`src/hdl/preemptive_priority_scheduler_top_macros.svh`:
```
// ----------------------------------------------------------------------------
// Assertion macros for the preemptive priority scheduler
// Shared concurrent assertion wrappers, clocked on clk_i.
// ----------------------------------------------------------------------------
`ifndef PREEMPTIVE_PRIORITY_SCHEDULER_TOP_MACROS_SVH
`define PREEMPTIVE_PRIORITY_SCHEDULER_TOP_MACROS_SVH

// Checked outside reset only.
`define PPS_ASSERT(lbl, prop, msg) \
  lbl: assert property (@(posedge clk_i) disable iff (!rst_ni) prop) else $error(msg);

// Checked at every edge, reset included.
`define PPS_ASSERT_ALWAYS(lbl, prop, msg) \
  lbl: assert property (@(posedge clk_i) prop) else $error(msg);

`endif

```
`src/hdl/pps_pkg.sv`:
```
// ----------------------------------------------------------------------------
// pps_pkg
// Types and constants shared by the preemptive priority scheduler.
// ----------------------------------------------------------------------------
`timescale 1ns / 1ps

package pps_pkg;

  localparam logic REQ_LOAD = 1'b0;
  localparam logic REQ_TICK = 1'b1;

  localparam logic [15:0] TIME_MAX = 16'hFFFF;

  typedef struct packed {
    logic        req_type;
    logic [3:0]  slot;
    logic [15:0] arrival_time;
    logic [7:0]  task_priority;
    logic [15:0] burst_length;
  } in_word_t;

  typedef struct packed {
    logic [15:0] tick_time;
    logic        running_valid;
    logic [3:0]  running_slot;
    logic [15:0] burst_left;
    logic        task_done;
  } out_word_t;

  // slot table write command
  typedef struct packed {
    logic load;
    logic update;
    logic set_done;
  } tbl_cmd_t;

  typedef enum logic [3:0] {
    ST_IDLE   = 4'b0001,
    ST_SCAN   = 4'b0010,
    ST_UPDATE = 4'b0100,
    ST_EMIT   = 4'b1000
  } state_e;

endpackage

```
`src/hdl/pps_slot_table.sv`:
```
// ----------------------------------------------------------------------------
// pps_slot_table
// Task slot storage: arrival, priority and remaining burst memories with one
// registered read port, plus per-slot valid and done flags.
// ----------------------------------------------------------------------------
`timescale 1ns / 1ps

module pps_slot_table #(
  parameter int NUM_SLOTS     = 16,
  parameter int PRIORITY_BITS = 8
) (
  input  logic                         clk_i,
  input  logic                         rst_ni,
  input  pps_pkg::tbl_cmd_t            cmd_i,
  input  logic [$clog2(NUM_SLOTS)-1:0] wr_addr_i,
  input  logic [15:0]                  wr_arrival_i,
  input  logic [PRIORITY_BITS-1:0]     wr_prio_i,
  input  logic [15:0]                  wr_remaining_i,
  input  logic [$clog2(NUM_SLOTS)-1:0] rd_addr_i,
  output logic [15:0]                  rd_arrival_o,
  output logic [PRIORITY_BITS-1:0]     rd_prio_o,
  output logic [15:0]                  rd_remaining_o,
  output logic                         rd_elig_o
);

  logic [15:0]              arrival_mem   [NUM_SLOTS];
  logic [PRIORITY_BITS-1:0] prio_mem      [NUM_SLOTS];
  logic [15:0]              remaining_mem [NUM_SLOTS];

  logic [NUM_SLOTS-1:0] valid_q;
  logic [NUM_SLOTS-1:0] done_q;
  logic                 elig_q;

  logic [15:0]              rd_arrival_q;
  logic [PRIORITY_BITS-1:0] rd_prio_q;
  logic [15:0]              rd_remaining_q;

  always_ff @(posedge clk_i) begin
    if (cmd_i.load) begin
      arrival_mem[wr_addr_i] <= wr_arrival_i;
      prio_mem[wr_addr_i]    <= wr_prio_i;
    end
    if (cmd_i.load || cmd_i.update) begin
      remaining_mem[wr_addr_i] <= wr_remaining_i;
    end
    rd_arrival_q   <= arrival_mem[rd_addr_i];
    rd_prio_q      <= prio_mem[rd_addr_i];
    rd_remaining_q <= remaining_mem[rd_addr_i];
  end

  always_ff @(posedge clk_i or negedge rst_ni) begin
    if (!rst_ni) begin
      valid_q <= '0;
      done_q  <= '0;
      elig_q  <= 1'b0;
    end else begin
      if (cmd_i.load) begin
        valid_q[wr_addr_i] <= 1'b1;
        done_q[wr_addr_i]  <= (wr_remaining_i == 16'd0);
      end else if (cmd_i.update && cmd_i.set_done) begin
        done_q[wr_addr_i] <= 1'b1;
      end
      elig_q <= valid_q[rd_addr_i] & ~done_q[rd_addr_i];
    end
  end

  assign rd_arrival_o   = rd_arrival_q;
  assign rd_prio_o      = rd_prio_q;
  assign rd_remaining_o = rd_remaining_q;
  assign rd_elig_o      = elig_q;

endmodule

```
`src/hdl/preemptive_priority_scheduler_top.sv`:
```
// Load word: the result word passes through the EMIT state into the output register.
// Tick word: the result follows a scan that reads one slot per cycle through the
// table's single read port and a shared compare, then the UPDATE and EMIT states.
// One word in flight: the next word is taken only once the result has moved into
// the output register, which waits while the output is stalled.
// Reset clears time, all slot valid/done flags and the output valid.
// ----------------------------------------------------------------------------
// preemptive_priority_scheduler_top
// Task slot table with a sequential lowest-priority-number search per tick.
// ----------------------------------------------------------------------------
`timescale 1ns / 1ps
`include "preemptive_priority_scheduler_top_macros.svh"

module preemptive_priority_scheduler_top #(
  parameter int NUM_SLOTS     = 16,
  parameter int PRIORITY_BITS = 8
) (
  input  logic               clk_i,
  input  logic               rst_ni,
  input  logic               in_valid_i,
  output logic               in_stall_o,
  input  pps_pkg::in_word_t  in_word_i,
  output logic               out_valid_o,
  input  logic               out_stall_i,
  output pps_pkg::out_word_t out_word_o
);

  localparam int SLOT_W = $clog2(NUM_SLOTS);
  localparam logic [SLOT_W:0] SCAN_END = (SLOT_W + 1)'(NUM_SLOTS);

  pps_pkg::state_e    state_q, state_d;
  logic [SLOT_W:0]    scan_cnt_q, scan_cnt_d;
  logic               rd_vld_q, rd_vld_d;
  logic [SLOT_W-1:0]  rd_idx_q, rd_idx_d;
  logic               found_q, found_d;
  logic [SLOT_W-1:0]  best_slot_q, best_slot_d;
  logic [PRIORITY_BITS-1:0] best_prio_q, best_prio_d;
  logic [15:0]        best_rem_q, best_rem_d;
  logic [15:0]        sched_time_q, sched_time_d;
  pps_pkg::out_word_t res_q, res_d;
  pps_pkg::out_word_t out_q, out_d;
  logic               out_valid_q, out_valid_d;

  logic                     in_fire;
  logic                     load_ok;
  logic                     issue;
  logic                     hit;
  logic                     emit_fire;
  logic [15:0]              left;
  pps_pkg::tbl_cmd_t        cmd;
  logic [SLOT_W-1:0]        wr_addr;
  logic [15:0]              wr_rem;
  logic [SLOT_W-1:0]        rd_addr;
  logic [15:0]              rd_arrival;
  logic [PRIORITY_BITS-1:0] rd_prio;
  logic [15:0]              rd_remaining;
  logic                     rd_elig;
  logic                     tick_fire;
  logic                     scan_st;
  logic                     upd_st;
  logic                     time_step;

  assign in_stall_o = (state_q != pps_pkg::ST_IDLE);
  assign in_fire    = in_valid_i && !in_stall_o;
  assign load_ok    = (32'(in_word_i.slot) < NUM_SLOTS);
  assign issue      = (state_q == pps_pkg::ST_SCAN) && (scan_cnt_q < SCAN_END);
  assign rd_addr    = scan_cnt_q[SLOT_W-1:0];

  // strict less-than keeps the lowest slot on equal priority
  assign hit = rd_vld_q && rd_elig && (rd_arrival <= sched_time_q) &&
               (!found_q || (rd_prio < best_prio_q));

  assign left      = best_rem_q - {15'd0, (best_rem_q != 16'd0)};
  assign emit_fire = (state_q == pps_pkg::ST_EMIT) && (!out_valid_q || !out_stall_i);

  assign tick_fire = in_fire && (in_word_i.req_type == pps_pkg::REQ_TICK);
  assign scan_st   = (state_q == pps_pkg::ST_SCAN);
  assign upd_st    = (state_q == pps_pkg::ST_UPDATE);
  assign time_step = upd_st && (sched_time_d == sched_time_q + 16'd1);

  always_comb begin
    cmd.load     = in_fire && (in_word_i.req_type == pps_pkg::REQ_LOAD) && load_ok;
    cmd.update   = (state_q == pps_pkg::ST_UPDATE) && found_q;
    cmd.set_done = (left == 16'd0);
    if (state_q == pps_pkg::ST_UPDATE) begin
      wr_addr = best_slot_q;
      wr_rem  = left;
    end else begin
      wr_addr = SLOT_W'(in_word_i.slot);
      wr_rem  = in_word_i.burst_length;
    end
  end

  pps_slot_table #(
    .NUM_SLOTS     (NUM_SLOTS),
    .PRIORITY_BITS (PRIORITY_BITS)
  ) u_table (
    .clk_i          (clk_i),
    .rst_ni         (rst_ni),
    .cmd_i          (cmd),
    .wr_addr_i      (wr_addr),
    .wr_arrival_i   (in_word_i.arrival_time),
    .wr_prio_i      (PRIORITY_BITS'(in_word_i.task_priority)),
    .wr_remaining_i (wr_rem),
    .rd_addr_i      (rd_addr),
    .rd_arrival_o   (rd_arrival),
    .rd_prio_o      (rd_prio),
    .rd_remaining_o (rd_remaining),
    .rd_elig_o      (rd_elig)
  );

  always_comb begin
    state_d      = state_q;
    scan_cnt_d   = scan_cnt_q;
    rd_vld_d     = 1'b0;
    rd_idx_d     = rd_idx_q;
    found_d      = found_q;
    best_slot_d  = best_slot_q;
    best_prio_d  = best_prio_q;
    best_rem_d   = best_rem_q;
    sched_time_d = sched_time_q;
    res_d        = res_q;
    out_d        = out_q;
    out_valid_d  = out_valid_q && out_stall_i;

    unique case (state_q)
      pps_pkg::ST_IDLE: begin
        if (in_fire) begin
          if (in_word_i.req_type == pps_pkg::REQ_TICK) begin
            scan_cnt_d = '0;
            found_d    = 1'b0;
            state_d    = pps_pkg::ST_SCAN;
          end else begin
            res_d   = '0;
            state_d = pps_pkg::ST_EMIT;
          end
        end
      end
      pps_pkg::ST_SCAN: begin
        if (issue) begin
          rd_vld_d   = 1'b1;
          rd_idx_d   = rd_addr;
          scan_cnt_d = scan_cnt_q + (SLOT_W + 1)'(1);
        end else begin
          // last compare lands this cycle
          state_d = pps_pkg::ST_UPDATE;
        end
        if (hit) begin
          found_d     = 1'b1;
          best_slot_d = rd_idx_q;
          best_prio_d = rd_prio;
          best_rem_d  = rd_remaining;
        end
      end
      pps_pkg::ST_UPDATE: begin
        res_d           = '0;
        res_d.tick_time = sched_time_q;
        if (found_q) begin
          res_d.running_valid = 1'b1;
          res_d.running_slot  = 4'(best_slot_q);
          res_d.burst_left    = left;
          res_d.task_done     = (left == 16'd0);
        end
        if (sched_time_q != pps_pkg::TIME_MAX) begin
          sched_time_d = sched_time_q + 16'd1;
        end
        state_d = pps_pkg::ST_EMIT;
      end
      pps_pkg::ST_EMIT: begin
        if (emit_fire) begin
          out_d       = res_q;
          out_valid_d = 1'b1;
          state_d     = pps_pkg::ST_IDLE;
        end
      end
      default: begin
        state_d = pps_pkg::ST_IDLE;
      end
    endcase
  end

  always_ff @(posedge clk_i or negedge rst_ni) begin
    if (!rst_ni) begin
      state_q      <= pps_pkg::ST_IDLE;
      scan_cnt_q   <= '0;
      rd_vld_q     <= 1'b0;
      found_q      <= 1'b0;
      sched_time_q <= '0;
      out_valid_q  <= 1'b0;
    end else begin
      state_q      <= state_d;
      scan_cnt_q   <= scan_cnt_d;
      rd_vld_q     <= rd_vld_d;
      found_q      <= found_d;
      sched_time_q <= sched_time_d;
      out_valid_q  <= out_valid_d;
    end
  end

  always_ff @(posedge clk_i) begin
    rd_idx_q    <= rd_idx_d;
    best_slot_q <= best_slot_d;
    best_prio_q <= best_prio_d;
    best_rem_q  <= best_rem_d;
    res_q       <= res_d;
    out_q       <= out_d;
  end

  assign out_valid_o = out_valid_q;
  assign out_word_o  = out_q;

  `PPS_ASSERT(a_tick_scan, tick_fire |=> scan_st && (scan_cnt_q == '0), "tick not scanned")
  `PPS_ASSERT(a_full_scan, upd_st |-> (scan_cnt_q == SCAN_END) && !rd_vld_q, "early update")
  `PPS_ASSERT(a_time_step, !$stable(sched_time_q) |-> $past(time_step), "time moved off a tick")

endmodule
```
`config.mk`:
```
export PLATFORM = sky130hd
export DESIGN_NAME = preemptive_priority_scheduler_top
export DESIGN_NICKNAME = d
export VERILOG_FILES = /design/src/hdl/pps_pkg.sv /design/src/hdl/pps_slot_table.sv /design/src/hdl/preemptive_priority_scheduler_top.sv
export VERILOG_INCLUDE_DIRS = /design/src /design/src/hdl
export SDC_FILE = /design/constraint.sdc
export NUM_CORES = 1
export LEC_CHECK = 0
export BUFFER_PORTS_ARGS = -buffer_cell sky130_fd_sc_hd__buf_2
export CAP_MARGIN = 20
export CORE_UTILIZATION = 40
export CTS_CLUSTER_DIAMETER = 100
export DETAILED_ROUTE_END_ITERATION = 7
export GPL_ROUTABILITY_DRIVEN = 1
export PLACE_DENSITY = 0.51
export REMOVE_ABC_BUFFERS = 1
export SETUP_SLACK_MARGIN = 0.2
export SKIP_LAST_GASP = 1
export SLEW_MARGIN = 20
export SYNTH_ARGS = -nofsm -noshare
export SYNTH_HDL_FRONTEND = slang
export SYNTH_SLANG_ARGS = --single-unit
```
`constraint.sdc`:
```
create_clock -name clk_i -period 5.9 [get_ports clk_i]
set_clock_uncertainty 0.05 [all_clocks]
set_input_delay 0.59 -clock clk_i [delete_from_list [all_inputs] [get_ports clk_i]]
set_output_delay 0.59 -clock clk_i [all_outputs]
set_load 0.1 [all_outputs]
```
After elaboration in Yosys (flattened, before gate mapping)
Memories as Yosys holds them, arrays and structs flattened. A register that Yosys moved wholly into a read port is not among the register bits.
Cells that the tools add are included.
W data, S select, Z words.
- output and inout bits: 40
- bits in writable memories: 640
- memories: 3
- flip-flop bits (word level): 169
- logic and storage cells: 121
- bits of input ports: 49
- order comparisons: 6
- muxes and demuxes: 36
- reduce and logical (&&, ||, !) cells: 32
- add/sub/neg operators: 3
- equality and inequality tests: 13
- bitwise operators: 5
- memory list (memory ; depth ; width ; rd ports ; clocked after memory_dff ; write ports ; line ; RTL):
    u_table.arrival_mem ; 16 ; 16 ; 1 ; 1 ; 1 ; pps_slot_table.sv:26 ; logic [15:0] arrival_mem [NUM_SLOTS];
    u_table.remaining_mem ; 16 ; 16 ; 1 ; 1 ; 1 ; pps_slot_table.sv:28 ; logic [15:0] remaining_mem [NUM_SLOTS];
    u_table.prio_mem ; 16 ; 8 ; 1 ; 1 ; 1 ; pps_slot_table.sv:27 ; logic [PRIORITY_BITS-1:0] prio_mem [NUM_SLOTS];
- operators with widths (kind ; count):
    $mux W38 ; 2
    $pmux W38 S2 ; 1
    $mux W16 ; 3
    $logic_not A16 Y1 ; 2
    $or A16 B16 Y16 ; 2
    $mux W22 ; 1
    $mux W4 ; 5
    $add A16 B1 Y16 const B ; 1
    $bwmux W16 ; 1
    $le A16 B16 Y1 ; 1
    $ne A16 B16 Y1 const B ; 1
    $pmux W4 S4 ; 1
    $reduce_bool A16 Y1 ; 1
    $sub A16 B1 Y16 ; 1
    $mux W5 ; 3
    $mux W1 ; 14
    $ne A2 B2 Y1 const B ; 7
    $logic_and A1 B1 Y1 ; 11
    $lt A4 B5 Y1 const B ; 2
    $pmux W5 S2 ; 1
    $bmux W1 S4 ; 2
    $lt A8 B8 Y1 ; 1
    $reduce_and A2 Y1 ; 4
    $reduce_and A4 Y1 ; 2
    other kinds (16) ; 25

Logic depth before layout (Yosys ltp)
- depth in word-level cells: 9
- gate-level depth with buffers: 16
- mapped depth without buffers: 13

Cells and area by module
A second synthesis with hierarchy kept.
- cells, all modules: 1603
- area, all modules: 32521.2 µm²
- by module, submodules not included (module ; cells an instance ; times used ; sequential area each (µm²) ; area an instance (µm²)):
    pps_slot_table ; 1122 ; 1 ; 20845.0 ; 26487.9
    preemptive_priority_scheduler_top ; 481 ; 1 ; 3945.0 ; 6033.3

Least setup slack after synthesis
Ideal clock, no wire load.
- path kind: register -> register
- from: register sched_time_q[1]
- to: register best_prio_q[0] (enable)
- required time: 5394 ps
- setup slack: 1710 ps
- buffers on the path: 0
- period minus slack after synthesis: 4190 ps
- arrival: 3684 ps
- library setup time: 456 ps
- cell stages (with the launch flop): 10
- cell sequence: dfrtp_1 -> inv_1 -> ha_1 -> nor2b_1 -> o21a_1 -> o21ai_0 -> a211oi_1 -> nor3_1 -> o21ai_0 -> a211oi_1
- word-level cells in the longest chain between the ends: 4
- RTL lines (item ; line ; RTL):
    start, declared ; preemptive_priority_scheduler_top.sv:39 ; logic [15:0] sched_time_q, sched_time_d;
    start signal, assigned ; preemptive_priority_scheduler_top.sv:195 ; sched_time_q <= sched_time_d;
    $le A16 B16 Y1 ; preemptive_priority_scheduler_top.sv:70 ; assign hit = rd_vld_q && rd_elig && (rd_arrival <= sched_time_q) &&
    $logic_and A1 B1 Y1 (2 in a row) ; preemptive_priority_scheduler_top.sv:70 ;
    $reduce_and A2 Y1 (no line) ; n/a ;
    end signal, assigned ; preemptive_priority_scheduler_top.sv:203 ; best_prio_q <= best_prio_d;
    end, declared ; preemptive_priority_scheduler_top.sv:37 ; logic [PRIORITY_BITS-1:0] best_prio_q, best_prio_d;
No other way between the ends.
A chain may end at the register's enable or synchronous reset.

Worst setup path in the final report
- from: register best_rem_q[6]
- to: register u_table.done_q[10]
- word-level cells in the longest chain between the ends: 6
- elaborated cells on any way between the ends: 9
- classes of those cells: add/sub (1); mux (3); reduce/logical (5)
- RTL lines (item ; line ; RTL):
    start, declared ; preemptive_priority_scheduler_top.sv:38 ; logic [15:0] best_rem_q, best_rem_d;
    start signal, assigned ; preemptive_priority_scheduler_top.sv:204 ; best_rem_q <= best_rem_d;
    $reduce_bool A16 Y1 ; preemptive_priority_scheduler_top.sv:73 ; assign left = best_rem_q - {15'd0, (best_rem_q != 16'd0)};
    $sub A16 B1 Y16 * ; preemptive_priority_scheduler_top.sv:73 ;
    $mux W16 ; preemptive_priority_scheduler_top.sv:85 ; if (state_q == pps_pkg::ST_UPDATE) begin
    $logic_not A16 Y1 ; pps_slot_table.sv:59 ; done_q[wr_addr_i] <= (wr_remaining_i == 16'd0);
    $bwmux W16 ; pps_slot_table.sv:59 ;
    $mux W16 ; pps_slot_table.sv:57 ; if (cmd_i.load) begin
    end signal, assigned by index ; pps_slot_table.sv:59 ;
    end, declared ; pps_slot_table.sv:31 ; logic [NUM_SLOTS-1:0] done_q;
Every way passes the cells marked *; elsewhere a longest branch is shown, timed or not.

==> flow_summary.yaml <==
detailed_routing:
  drt-total-wl_mm: 75.3
  via_per_inst: 5.47
  drtIter0Drc: 1151
  drcViolationCount: 0
  dr.pass1.iters: 5
  via_count: 16194
  postRouteAntennaNets: 0
  wire_per_inst_um: 25.4
clock_tree:
  cts_tree: "built"
  numCtsBuffers: 91
  cts.clk_slew.worst_paths_ns: 0.06
  cts_max_path_buffers: 3
  clk-insertion-delay-late_ns: 0.64
  clock-sinks: 849
  cts_hold_buf: 0
  cts_resized: 0
  cts_setup_buffers: 0
  cts_root_buf: "clkbuf_16"
  cts_max_level: 3
global_routing:
  grt_pass1_vias: 16759
  grt_start_max_net_pins: 95
  antenna_found_initial: 5
  gr-total-overflow: 0
  grt_pass1_wl_mm: 111
  grt_use_total_pct: 18.3
worst_setup_path:
  endpoint_kind: "register"
  criticalPathCategory: "register to register"
  critPathMostFrequentCell: "ha_1"
  crit_arrival_ns: 4.97
  slowest_delay_ns: 0.72
  path_cells: "nor4_4 > and2_1 > nand3_1 > ha_1 > ha_1 > or3b_2 > o32ai_1 > a32oi_1 > nor3b_1 > nand2_2 > inv_2 > o21ai_0 > a22oi_1"
  cp-start-kind: "register"
  cp_max_fo: 13
  cp_slowest_cell: "nor3b_1"
  reg2regPathDepth: 13
  worst_ep_required_time_ns: 6.39
logic_synthesis:
  synthTopCellsByArea: "edfxtp_1, mux4_2, dfrtp_1, dfxtp_1, nor2_1"
  yosysWarnings: 0
  synth_top_area_share_pct: 68.3
  seq_area_frac_synth_pct: 75.4
  syn_area_per_cell_sq_um: 19.7
  yosysUniqueCellTypes: 65
  async_reset_ff_share_pct: 7.18
  synthCells: 1669
  synth_ff_type: "edfxtp_1"
  synth_top_area_cell: "edfxtp_1"
  yosys-top-cells-count: "edfxtp_1, mux4_2, nor2_1"
  ys_ff_latch: 849
  synth.most_common_cell: "edfxtp_1"
  synth_edf_count: 748
  synth_area_sq_um: 32900
floorplan:
  rows: 104
  coreArea_sq_um: 80900
  dieArea_sq_um: 83300
  start_util_pct: 40.6
  num_io_pins: 89
  die_w_um: 289
  fp.dieH_um: 289
cells_and_area:
  area_growth_pct: 16.3
  drive_above_1_share_pct: 28.8
  nNetsFinal: 1901
  final_cell_area_sq_um: 38200
  final_cells: 2962
sta:
  rsz0062_at_grt: "no"
  fin_tns_setup_ns: 0
  setup_ws_ns: 1.43
  period_minus_slack_ns: 4.47
  relSlewSlack_pct: 28.1
  hold_viol: 0
  drv_slew: 0
  worst_pin_slew_ns: 1.08
  post-route-period-util_pct: 75.8
  setup_viol: 0
  max_freq_mhz: 224
power_and_ir_drop:
  ir_worst_vdd_v: 0.000279
  power.leakage_nw: 12.3
  finalPower_mw: 15.9
  cellPowerDensity_nw_per_um2: 416
placement:
  dpl.hpwl_mm: 44.2
  dpl.cell_count: 2788
  placed_area_sq_um: 35000
  dp_slack_ns: 1.48
  place_congestion: 0.820
  io_buffers: 88
run_status:
  status: "finished clean"
run:
  timing.max_cap.violations: 0
worst_hold_path:
  hold_path.class: "input pin to async pin"
==> worst max-delay path: cells and delay by family (launching register included) <==
family,cells,cell delay [ns]
AND/OR/NAND/NOR,6,2.43
buffers and inverters,1,0.31
flip-flops,1,0.53
adder cells (fa/ha/maj),2,0.51
AO/OA/AOI/OAI,4,0.57
==> path summary, 6_finish.rpt <==
kind                                            to  slack [ns]                       from
worst max-delay path            u_table.done_q[10]        1.43              best_rem_q[6]
min in group clk_i                     out_valid_o        0.18                out_stall_i
worst min-delay path                   out_valid_o        0.09                     rst_ni
worst max register to register  u_table.done_q[10]        1.43              best_rem_q[6]
max in group asynchronous            scan_cnt_q[1]        5.08                     rst_ni
worst min register to register       best_rem_q[9]        0.34  u_table.rd_remaining_o[9]
==> registers in the layout, summed over array words and instances (netlist names) <==
register	count
rd_vld_q	1
scan_cnt_q	5
best_slot_q	4
u_table.rd_arrival_o	16
rd_idx_q	4
u_table.prio_mem	128
found_q	1
u_table.rd_remaining_o	16
out_word_o	38
state_q	4
sched_time_q	16
u_table.arrival_mem	256
u_table.remaining_mem	256
u_table.rd_elig_o	1
out_valid_o	1
u_table.valid_q	16
u_table.done_q	16
best_prio_q	8
best_rem_q	16
res_q	38
u_table.rd_prio_o	8
==> final cells by class <==
class	count	area [sq um]
Clock buffer	117	2470
Multi-Input combinational cell	689	7850
Inverter	53	199
Antenna cell	1	2.50
Timing Repair Buffer	141	967
Tap cell	1060	1330
Sequential cell	849	24800
Fill cell	6754	42700
Clock inverter	52	628
==> metal layers <==
| layer | global-route usage (%) | up-vias | wire (um) |
|---|---|---|---|
| met1 | 27.4 | 8645 | 35600 |
| met3 | 3.10 | 93 | 3550 |
| met5 | 0 | - | 13 |
| met2 | 27.8 | 379 | 34800 |
| li1 | - | 7075 | - |
| met4 | 4.92 | 2 | 1350 |
==> cells by family (layout without fill, tap and decap cells) <==
group / after synthesis / in the layout / synth area share (%)
adders and majority gates: 27 / 27 / 1.03
and+or+nand+nor: 288 / 288 / 4.42
DFF: 849 / 849 / 75.4
muxes: 204 / 204 / 13.9
buffers and inverters: 131 / 363 / 1.55
AOI/OAI and AO/OA: 141 / 141 / 2.96
xor gates and xnor gates: 29 / 29 / 0.773
other: 0 / 1 / 0
==> per-stage QoR <==
stage                     hold slack [ns]  utilization [%]
after floorplan                     0.244                -
after global placement              0.351             43.2
after detailed placement            0.339             43.3
after CTS                          0.0962             47.1
after global routing                0.140             47.2
final                              0.0918             47.2
==> where the power goes <==
group          switching, mW  internal, mW
sequential             0.334          7.00
combinational           1.52          1.22
clock                   2.31          3.53
total                   4.16          11.7
==> layout by cell type (no fill, tap or decap), drive strengths merged, types with 8 or more instances in the layout <==
| cell | instances |
|---|---|
| nor4 | 14 |
| a21oi | 18 |
| inv | 56 |
| edfxtp | 748 |
| mux4 | 201 |
| or2 | 12 |
| nand2 | 58 |
| o21ai | 38 |
| a21o | 8 |
| o211ai | 14 |
| dfxtp | 40 |
| nor2 | 106 |
| xnor2 | 23 |
| nand4 | 15 |
| nand3 | 14 |
| a31oi | 11 |
| buf | 140 |
| bufinv | 13 |
| nor3 | 20 |
| dfrtp | 60 |
| ha | 27 |
| a22oi | 12 |
| clkbuf | 118 |
| clkinv | 32 |
(Power assumes the default switching activity.)
